--- src/hw/rtl/dwmf_pkg.sv ---
`timescale 1ns / 1ps
package dwmf_pkg;

	// history depth and position counter width
	localparam int MAX_WINDOW    = 16;
	localparam int POSITION_BITS = 24;

	// field widths
	localparam int LETTER_W  = 5;
	localparam int CFG_W     = 5;
	localparam int CFG_IDX_W = 2;
	localparam int WIN_W     = $clog2(MAX_WINDOW + 1);

	// stream word widths, padded to whole bytes
	localparam int IN_DATA_W  = ((LETTER_W + 7) / 8) * 8;
	localparam int OUT_BITS   = POSITION_BITS + 2;
	localparam int OUT_DATA_W = ((OUT_BITS + 7) / 8) * 8;

	localparam logic [POSITION_BITS-1:0] POSITION_MAX = {POSITION_BITS{1'b1}};

	// register reset values
	localparam logic [CFG_W-1:0] SHORT_WINDOW_RST = CFG_W'(4);
	localparam logic [CFG_W-1:0] LONG_WINDOW_RST  = CFG_W'(14);

	// register indexes
	typedef enum logic [CFG_IDX_W-1:0] {
		REG_SHORT_WINDOW = 2'd0,
		REG_LONG_WINDOW  = 2'd1
	} cfg_reg_e;

	typedef logic [LETTER_W-1:0] letter_t;

	// one result word
	typedef struct packed {
		logic                     long_marker;
		logic                     short_marker;
		logic [POSITION_BITS-1:0] position;
	} result_t;

	// zero reads as one, anything above the history depth as the full depth
	function automatic logic [WIN_W-1:0] clamp_window(input logic [CFG_W-1:0] w);
		logic [WIN_W-1:0] r;
		if (w == '0) begin
			r = WIN_W'(1);
		end else if (int'(w) > MAX_WINDOW) begin
			r = WIN_W'(MAX_WINDOW);
		end else begin
			r = WIN_W'(w);
		end
		return r;
	endfunction

endpackage

--- src/hw/rtl/dwmf_distinct.sv ---
`timescale 1ns / 1ps
module dwmf_distinct (
	input  dwmf_pkg::letter_t          hist [dwmf_pkg::MAX_WINDOW],
	input  logic [dwmf_pkg::WIN_W-1:0] short_win,
	input  logic [dwmf_pkg::WIN_W-1:0] long_win,
	output logic                       short_ok,
	output logic                       long_ok
);
	import dwmf_pkg::*;

	logic [MAX_WINDOW-1:0] dup;
	logic [MAX_WINDOW-1:0] short_mask;
	logic [MAX_WINDOW-1:0] long_mask;

	// pairwise compare: entry j repeats some newer entry
	always_comb begin
		dup = '0;
		for (int j = 1; j < MAX_WINDOW; j++) begin
			for (int i = 0; i < j; i++) begin
				if (hist[i] == hist[j]) begin
					dup[j] = 1'b1;
				end
			end
		end
	end

	// window masks over the newest entries
	always_comb begin
		for (int j = 0; j < MAX_WINDOW; j++) begin
			short_mask[j] = (j < int'(short_win));
			long_mask[j]  = (j < int'(long_win));
		end
	end

	assign short_ok = ~|(dup & short_mask);
	assign long_ok  = ~|(dup & long_mask);

endmodule

--- src/hw/rtl/dwmf_track.sv ---
`timescale 1ns / 1ps
module dwmf_track (
	input  logic                           clk,
	input  logic                           arst_n,
	input  logic                           accept,
	input  dwmf_pkg::letter_t              letter,
	input  logic                           stream_start,
	input  logic                           cfg_we,
	input  logic [dwmf_pkg::CFG_IDX_W-1:0] cfg_index,
	input  logic [dwmf_pkg::CFG_W-1:0]     cfg_data,
	output dwmf_pkg::result_t              res
);
	import dwmf_pkg::*;

	letter_t                hist_q [MAX_WINDOW];
	letter_t                hist_next [MAX_WINDOW];
	logic [POSITION_BITS-1:0] count_q;
	logic [POSITION_BITS-1:0] count_next;
	logic                   short_seen_q;
	logic                   long_seen_q;
	logic                   short_base;
	logic                   long_base;
	logic [CFG_W-1:0]       short_window_q;
	logic [CFG_W-1:0]       long_window_q;
	logic [WIN_W-1:0]       short_win;
	logic [WIN_W-1:0]       long_win;
	logic                   short_ok;
	logic                   long_ok;
	logic                   short_fire;
	logic                   long_fire;

	// configuration registers
	always_ff @(posedge clk or negedge arst_n) begin
		if (!arst_n) begin
			short_window_q <= SHORT_WINDOW_RST;
			long_window_q  <= LONG_WINDOW_RST;
		end else if (cfg_we) begin
			case (cfg_index)
				REG_SHORT_WINDOW: short_window_q <= cfg_data;
				REG_LONG_WINDOW:  long_window_q  <= cfg_data;
				default: ;
			endcase
		end
	end

	assign short_win = clamp_window(short_window_q);
	assign long_win  = clamp_window(long_window_q);

	// shifted history with the new letter at the front
	always_comb begin
		hist_next[0] = letter;
		for (int i = 1; i < MAX_WINDOW; i++) begin
			hist_next[i] = hist_q[i-1];
		end
	end

	// saturating position, restarted by a stream start
	always_comb begin
		if (stream_start) begin
			count_next = POSITION_BITS'(1);
		end else if (count_q == POSITION_MAX) begin
			count_next = POSITION_MAX;
		end else begin
			count_next = count_q + POSITION_BITS'(1);
		end
	end

	dwmf_distinct u_distinct (
		.hist      (hist_next),
		.short_win (short_win),
		.long_win  (long_win),
		.short_ok  (short_ok),
		.long_ok   (long_ok)
	);

	// first distinct window once the window has filled
	assign short_base = stream_start ? 1'b0 : short_seen_q;
	assign long_base  = stream_start ? 1'b0 : long_seen_q;
	assign short_fire = !short_base && (count_next >= POSITION_BITS'(short_win)) && short_ok;
	assign long_fire  = !long_base && (count_next >= POSITION_BITS'(long_win)) && long_ok;

	// stream state, advanced on each accepted word
	always_ff @(posedge clk or negedge arst_n) begin
		if (!arst_n) begin
			count_q      <= '0;
			short_seen_q <= 1'b0;
			long_seen_q  <= 1'b0;
			for (int i = 0; i < MAX_WINDOW; i++) begin
				hist_q[i] <= '0;
			end
		end else if (accept) begin
			count_q      <= count_next;
			short_seen_q <= short_base | short_fire;
			long_seen_q  <= long_base | long_fire;
			hist_q       <= hist_next;
		end
	end

	assign res.position     = count_next;
	assign res.short_marker = short_fire;
	assign res.long_marker  = long_fire;

endmodule

--- src/hw/rtl/distinct_window_marker_finder.sv ---
`timescale 1ns / 1ps
// channel | direction | tdata                              | tuser
// s_      | in        | letter                             | stream_start
// m_      | out       | position, short_marker, long_marker | -
// cfg_    | in        | write data (window length)         | -
//
// one word in and one word out per cycle unless stalled; a result shows in the cycle
// after its word is taken, set by the single output register after the compare network
// reset clears the history, position, seen flags and output valid; windows go to 4 and 14
// s_tready drops only while a result waits and m_tready is low
module distinct_window_marker_finder (
	input  logic                            clk,
	input  logic                            arst_n,
	input  logic                            s_tvalid,
	output logic                            s_tready,
	input  logic [dwmf_pkg::IN_DATA_W-1:0]  s_tdata,  // letter
	input  logic [0:0]                      s_tuser,  // stream_start
	output logic                            m_tvalid,
	input  logic                            m_tready,
	output logic [dwmf_pkg::OUT_DATA_W-1:0] m_tdata,  // position, short_marker, long_marker
	input  logic                            cfg_we,
	input  logic [dwmf_pkg::CFG_IDX_W-1:0]  cfg_index,
	input  logic [dwmf_pkg::CFG_W-1:0]      cfg_data
);
	import dwmf_pkg::*;

	logic                  accept;
	result_t               res;
	logic                  m_tvalid_q;
	logic [OUT_DATA_W-1:0] m_tdata_q;

	assign s_tready = !m_tvalid_q || m_tready;
	assign accept   = s_tvalid && s_tready;

	dwmf_track u_track (
		.clk          (clk),
		.arst_n       (arst_n),
		.accept       (accept),
		.letter       (s_tdata[LETTER_W-1:0]),
		.stream_start (s_tuser[0]),
		.cfg_we       (cfg_we),
		.cfg_index    (cfg_index),
		.cfg_data     (cfg_data),
		.res          (res)
	);

	// output register
	always_ff @(posedge clk or negedge arst_n) begin
		if (!arst_n) begin
			m_tvalid_q <= 1'b0;
		end else if (accept) begin
			m_tvalid_q <= 1'b1;
		end else if (m_tready) begin
			m_tvalid_q <= 1'b0;
		end
	end

	always_ff @(posedge clk) begin
		if (accept) begin
			m_tdata_q <= OUT_DATA_W'(res);
		end
	end

	assign m_tvalid = m_tvalid_q;
	assign m_tdata  = m_tdata_q;

endmodule

--- config.mk ---
export PLATFORM = sky130hd
export DESIGN_NAME = distinct_window_marker_finder
export DESIGN_NICKNAME = d
export VERILOG_FILES = /design/src/hw/rtl/dwmf_pkg.sv /design/src/hw/rtl/dwmf_distinct.sv /design/src/hw/rtl/dwmf_track.sv /design/src/hw/rtl/distinct_window_marker_finder.sv
export SDC_FILE = /design/constraint.sdc
export NUM_CORES = 1
export LEC_CHECK = 0
export BUFFER_PORTS_ARGS = -buffer_cell sky130_fd_sc_hd__buf_2
export CAP_MARGIN = 5
export CORE_AREA = 3 3 225 227
export CTS_CLUSTER_DIAMETER = 60
export CTS_CLUSTER_SIZE = 24
export DETAILED_ROUTE_END_ITERATION = 10
export DIE_AREA = 0 0 228 230
export PLACE_DENSITY_LB_ADDON = 0.1
export SLEW_MARGIN = 5
export SYNTH_ARGS = -nofsm -noshare
export SYNTH_HDL_FRONTEND = slang
export SYNTH_SLANG_ARGS = --single-unit
export TNS_END_PERCENT = 30
--- constraint.sdc ---
create_clock -name clk -period 9.6 [get_ports clk]
set_input_delay 1.92 -clock clk [delete_from_list [all_inputs] [get_ports clk]]
set_output_delay 1.92 -clock clk [all_outputs]
set_load 0.01 [all_outputs]
==> impl_summary.log <==
[metrics] status: completed
[metrics] worst setup skew after layout: about 0.016 ns
[metrics] clock sinks: 138
[metrics] clock slew at reported path FFs: 0.07 ns
[metrics] netlist area before placement: approximately 15000 um2
[metrics] maximum single-stage delay on the critical path: between 0.15 and 0.2 ns
[metrics] DRC violation total after the first TritonRoute iteration: about 730
[metrics] Data arrival, critical path: 2.36 ns
[metrics] Hold Path Origin: u_track.hist_next[27]
[metrics] Max clock buf depth: 2
[metrics] TritonCTS clock tree: built
[metrics] fin crit period: 4.28 ns
[metrics] Worst Hold Endpoint: u_track.hist_next[27]
[metrics] worst ir drop on vdd: between 0.1 and 0.15 mV
[metrics] number of enable-type register cells in the synthesized netlist: 26
[metrics] max-cap violation count: 0
[metrics] Post-DP HPWL: between 30 and 40 mm
[metrics] post-cts gate resize count: 0
[metrics] count of hold buffers inserted by post-cts repair: 0
[metrics] most used cell along the critical path: sky130_fd_sc_hd__buf_2
[metrics] maximum number of pins on one net before global-route repair: 80
[metrics] r2r setup slk: 5.88 ns
[metrics] required time of the critical path: around 7.7 ns
[metrics] global-route wire length before repair: 76.2 mm
[metrics] worst hold path depth: 2
[metrics] H-tree lvl count: 4
[metrics] x dimension of the die: between 200 and 250 um
[metrics] Worst setup SP type: primary input
[metrics] biggest fanout along the worst timing path: 3
[metrics] GRT Residual Overflow: 0
[metrics] Gate Count Post-Synth: ~1800
[metrics] area delta synth->final: 4.04%
[metrics] critical register-to-register path startpoint: u_track.count_q[0]
[metrics] full die area: 52400 um2
[metrics] Slew @ Worst Pin: 1.21 ns
[metrics] achievable frequency: between 200 and 250 MHz
[metrics] gpl congestion: between 0.8 and 0.9
[metrics] endpoint of the most critical register-to-register path: m_tdata[25]
[metrics] total routing resource utilization after global routing: 19.1%
[metrics] standard-cell rows: between 80 and 90
[metrics] core utilization of the finished layout: 31.0%
[metrics] WL/cell: between 20 and 25 um
[metrics] Residual DRC: 0
[metrics] number of buffers created by CTS: 17
[metrics] Top FF cell, synth: sky130_fd_sc_hd__dfrtp_1
[metrics] classification of the worst-slack hold path: flip-flop to flip-flop
[metrics] Max-slew headroom: between 10% and 20%
[metrics] vias per inst: between 4 and 5
[metrics] final hold violation count: 0
[metrics] post-detailed-route count of antenna-violating nets: 0
[metrics] portion of the post-synthesis area used by sequential elements: between 20% and 30%
[metrics] source-to-sink clock delay at the later pin of the worst-skew pair: ~0.49 ns
[metrics] top-level port count: 55
[metrics] leakage power figure: between 6 and 7 nW
[metrics] worst-case reg-to-reg path depth: 13
[metrics] path type of the worst setup path: primary input to primary output
[metrics] post-synthesis sequential element count: 138
[metrics] RSZ-0062 raised after global routing: false
[metrics] via count of the first global-routing pass: 11400
[metrics] YS warnings: 0
[metrics] Detailed Routing Iterations Pass 1: 7
[metrics] wire length reported by the detailed router: just under 50 mm
[metrics] synthesized area per cell: between 8 and 9 um2
[metrics] Starting Density: between 20% and 30%
[metrics] setup TNS after final layout: 0 ns
[metrics] Critical Path Slowest Stage Cell: sky130_fd_sc_hd__nand2b_1
[metrics] overall power consumption: approximately 0.004 W
[metrics] count of final max-slew check failures: 0
[metrics] kind of end point of the critical path: primary output
[metrics] vias after detailed routing: between 10000 and 15000
[metrics] antenna diode instance count: 0
[metrics] final period utilization: roughly 45%
[metrics] Post-layout nets: 1716
[metrics] master cell of the clock root buffer: sky130_fd_sc_hd__clkbuf_16
[metrics] count of unique library cells instantiated by Yosys: 63
[metrics] number of antenna violations at the first check in global routing: 0
[metrics] buffer count from post-CTS setup fixing: 0
[metrics] total setup violations reported at the end of the flow: 0
[metrics] async set-or-reset flop fraction in the synthesized netlist: about four fifths
[metrics] number of buffers inserted by port buffering: 45
[metrics] core area: roughly 49000 um2
[metrics] vertical extent of the die: about 230 um
[metrics] WHS: ~0.48 ns
[metrics] layout cells sized above 1: under 10%
[metrics] series of cell instances along the critical path: buf_2 -> nand2b_1 -> buf_2
[metrics] pwr/cell area: around 260 nW/um2
[flip-flops by register name, indices dropped and copies added (netlist names)]
signal                  flops
u_track.short_window_q      5
m_tdata                    26
u_track.long_window_q       5
u_track.count_q            24
u_track.hist_next          75
u_track.long_seen_q         1
u_track.short_seen_q        1
m_tvalid                    1
[layout by cell type (no fill, tap or decap), types with 2 or more instances in the layout]
| cell type | instances |
|---|---|
| sky130_fd_sc_hd__xnor2_1 | 420 |
| sky130_fd_sc_hd__nand2_1 | 336 |
| sky130_fd_sc_hd__xor2_1 | 201 |
| sky130_fd_sc_hd__nand3_1 | 132 |
| sky130_fd_sc_hd__nor3_1 | 112 |
| sky130_fd_sc_hd__dfrtp_1 | 108 |
| sky130_fd_sc_hd__buf_4 | 55 |
| sky130_fd_sc_hd__buf_2 | 44 |
| sky130_fd_sc_hd__nor2_1 | 28 |
| sky130_fd_sc_hd__a21oi_1 | 28 |
| sky130_fd_sc_hd__edfxtp_1 | 26 |
| sky130_fd_sc_hd__nor4_1 | 18 |
| sky130_fd_sc_hd__o22ai_1 | 17 |
| sky130_fd_sc_hd__clkbuf_16 | 17 |
| sky130_fd_sc_hd__o21ai_0 | 16 |
| sky130_fd_sc_hd__mux2_2 | 11 |
| sky130_fd_sc_hd__ha_1 | 11 |
| sky130_fd_sc_hd__inv_1 | 10 |
| sky130_fd_sc_hd__a31oi_1 | 9 |
| sky130_fd_sc_hd__nand4_1 | 8 |
| sky130_fd_sc_hd__o31ai_1 | 7 |
| sky130_fd_sc_hd__conb_1 | 6 |
| sky130_fd_sc_hd__nand2b_1 | 5 |
| sky130_fd_sc_hd__a311oi_1 | 5 |
| sky130_fd_sc_hd__inv_6 | 5 |
| sky130_fd_sc_hd__inv_8 | 4 |
| sky130_fd_sc_hd__dfstp_2 | 4 |
| sky130_fd_sc_hd__nand4_4 | 3 |
| sky130_fd_sc_hd__mux2i_1 | 3 |
| sky130_fd_sc_hd__and2_1 | 3 |
| sky130_fd_sc_hd__nor2_2 | 2 |
| sky130_fd_sc_hd__nor4_2 | 2 |
| sky130_fd_sc_hd__nor2b_1 | 2 |
| sky130_fd_sc_hd__a41oi_1 | 2 |
| sky130_fd_sc_hd__o2111ai_1 | 2 |
| sky130_fd_sc_hd__a211oi_1 | 2 |
| sky130_fd_sc_hd__clkinv_2 | 2 |
[stage by stage]
step	area [um2]	setup WS, ns	cells
final	15100	5.32	2361
after global routing	15100	5.11	2361
after CTS	15100	5.31	2361
after detailed placement	14600	4.83	2329
after global placement	14600	4.84	2329
after floorplan	14600	5.46	1770
[synth_stat cells, types with 7 or more instances]
cell | instances | area share [%]
sky130_fd_sc_hd__buf_6 | 30 | 2.3
sky130_fd_sc_hd__o22ai_1 | 17 | 0.73
sky130_fd_sc_hd__o21ai_0 | 16 | 0.55
sky130_fd_sc_hd__buf_4 | 107 | 5.5
sky130_fd_sc_hd__nand4_1 | 8 | 0.34
sky130_fd_sc_hd__buf_2 | 27 | 0.93
sky130_fd_sc_hd__a21oi_1 | 28 | 0.96
sky130_fd_sc_hd__edfxtp_1 | 26 | 5.4
sky130_fd_sc_hd__o31ai_1 | 7 | 0.36
sky130_fd_sc_hd__dfrtp_1 | 108 | 19
sky130_fd_sc_hd__nand3_1 | 132 | 4.5
sky130_fd_sc_hd__clkbuf_1 | 34 | 0.88
sky130_fd_sc_hd__inv_1 | 11 | 0.28
sky130_fd_sc_hd__nand2_1 | 337 | 8.7
sky130_fd_sc_hd__mux2_2 | 11 | 0.85
sky130_fd_sc_hd__xnor2_1 | 420 | 25
sky130_fd_sc_hd__nor4_1 | 18 | 0.77
sky130_fd_sc_hd__nor2_1 | 28 | 0.72
sky130_fd_sc_hd__a31oi_1 | 9 | 0.39
sky130_fd_sc_hd__nor3_1 | 112 | 3.9
sky130_fd_sc_hd__ha_1 | 11 | 0.95
sky130_fd_sc_hd__xor2_1 | 201 | 12
[worst max-delay path: cells and delay by family]
family        cells  cell delay (ns)
simple gates      1             0.19
buf+inv           2             0.25
[cell type report]
cell class / instances / area (um2)
Tap cell: 664 / 831
Sequential cell: 138 / 3590
Clock buffer: 17 / 425
Clock inverter: 15 / 158
Timing Repair Buffer: 99 / 633
Multi-Input combinational cell: 1417 / 9470
Fill cell: 5231 / 33700
Inverter: 11 / 43.8
[metal layers]
layer	track usage, %	part of all wire [%]	vias up
li1	-	-	5516
met1	26.7	49	5730
met2	30.8	46	193
met3	2.74	3.0	47
met4	5.17	1.7	0
met5	0	0	-
[kinds of logic after synthesis]
logic type	Yosys count	share of synthesized area (%)
muxes	14	1.06
buffers and inverters	215	10.5
other	1	0.0258
adders and majority gates	11	0.945
AOI/OAI and AO/OA	102	4.65
and+or+nand+nor	663	20.8
DFF	138	24.6
xor gates and xnor gates	621	37.4
[power by group]
| part | switching (W) | internal, W | total, W |
|---|---|---|---|
| Clock | 0.000320 | 0.000367 | 0.000687 |
| Sequential | 0.000338 | 0.000682 | 0.00102 |
| Combinational | 0.00122 | 0.00101 | 0.00223 |
| Total | 0.00188 | 0.00206 | 0.00394 |
[worst max-delay path by stage]
stage,startpoint,endpoint,slack [ns],cells after the start
after CTS,m_tready,s_tready,5.31,3
after global placement,s_tuser,m_tdata[24],4.84,13
after detailed placement,s_tdata[4],m_tdata[24],4.83,9
final,m_tready,s_tready,5.32,3
after floorplan,s_tuser,m_tdata[25],5.46,13
after global routing,s_tuser,m_tdata[25],5.11,13
Power figures use the tool's default switching activity.
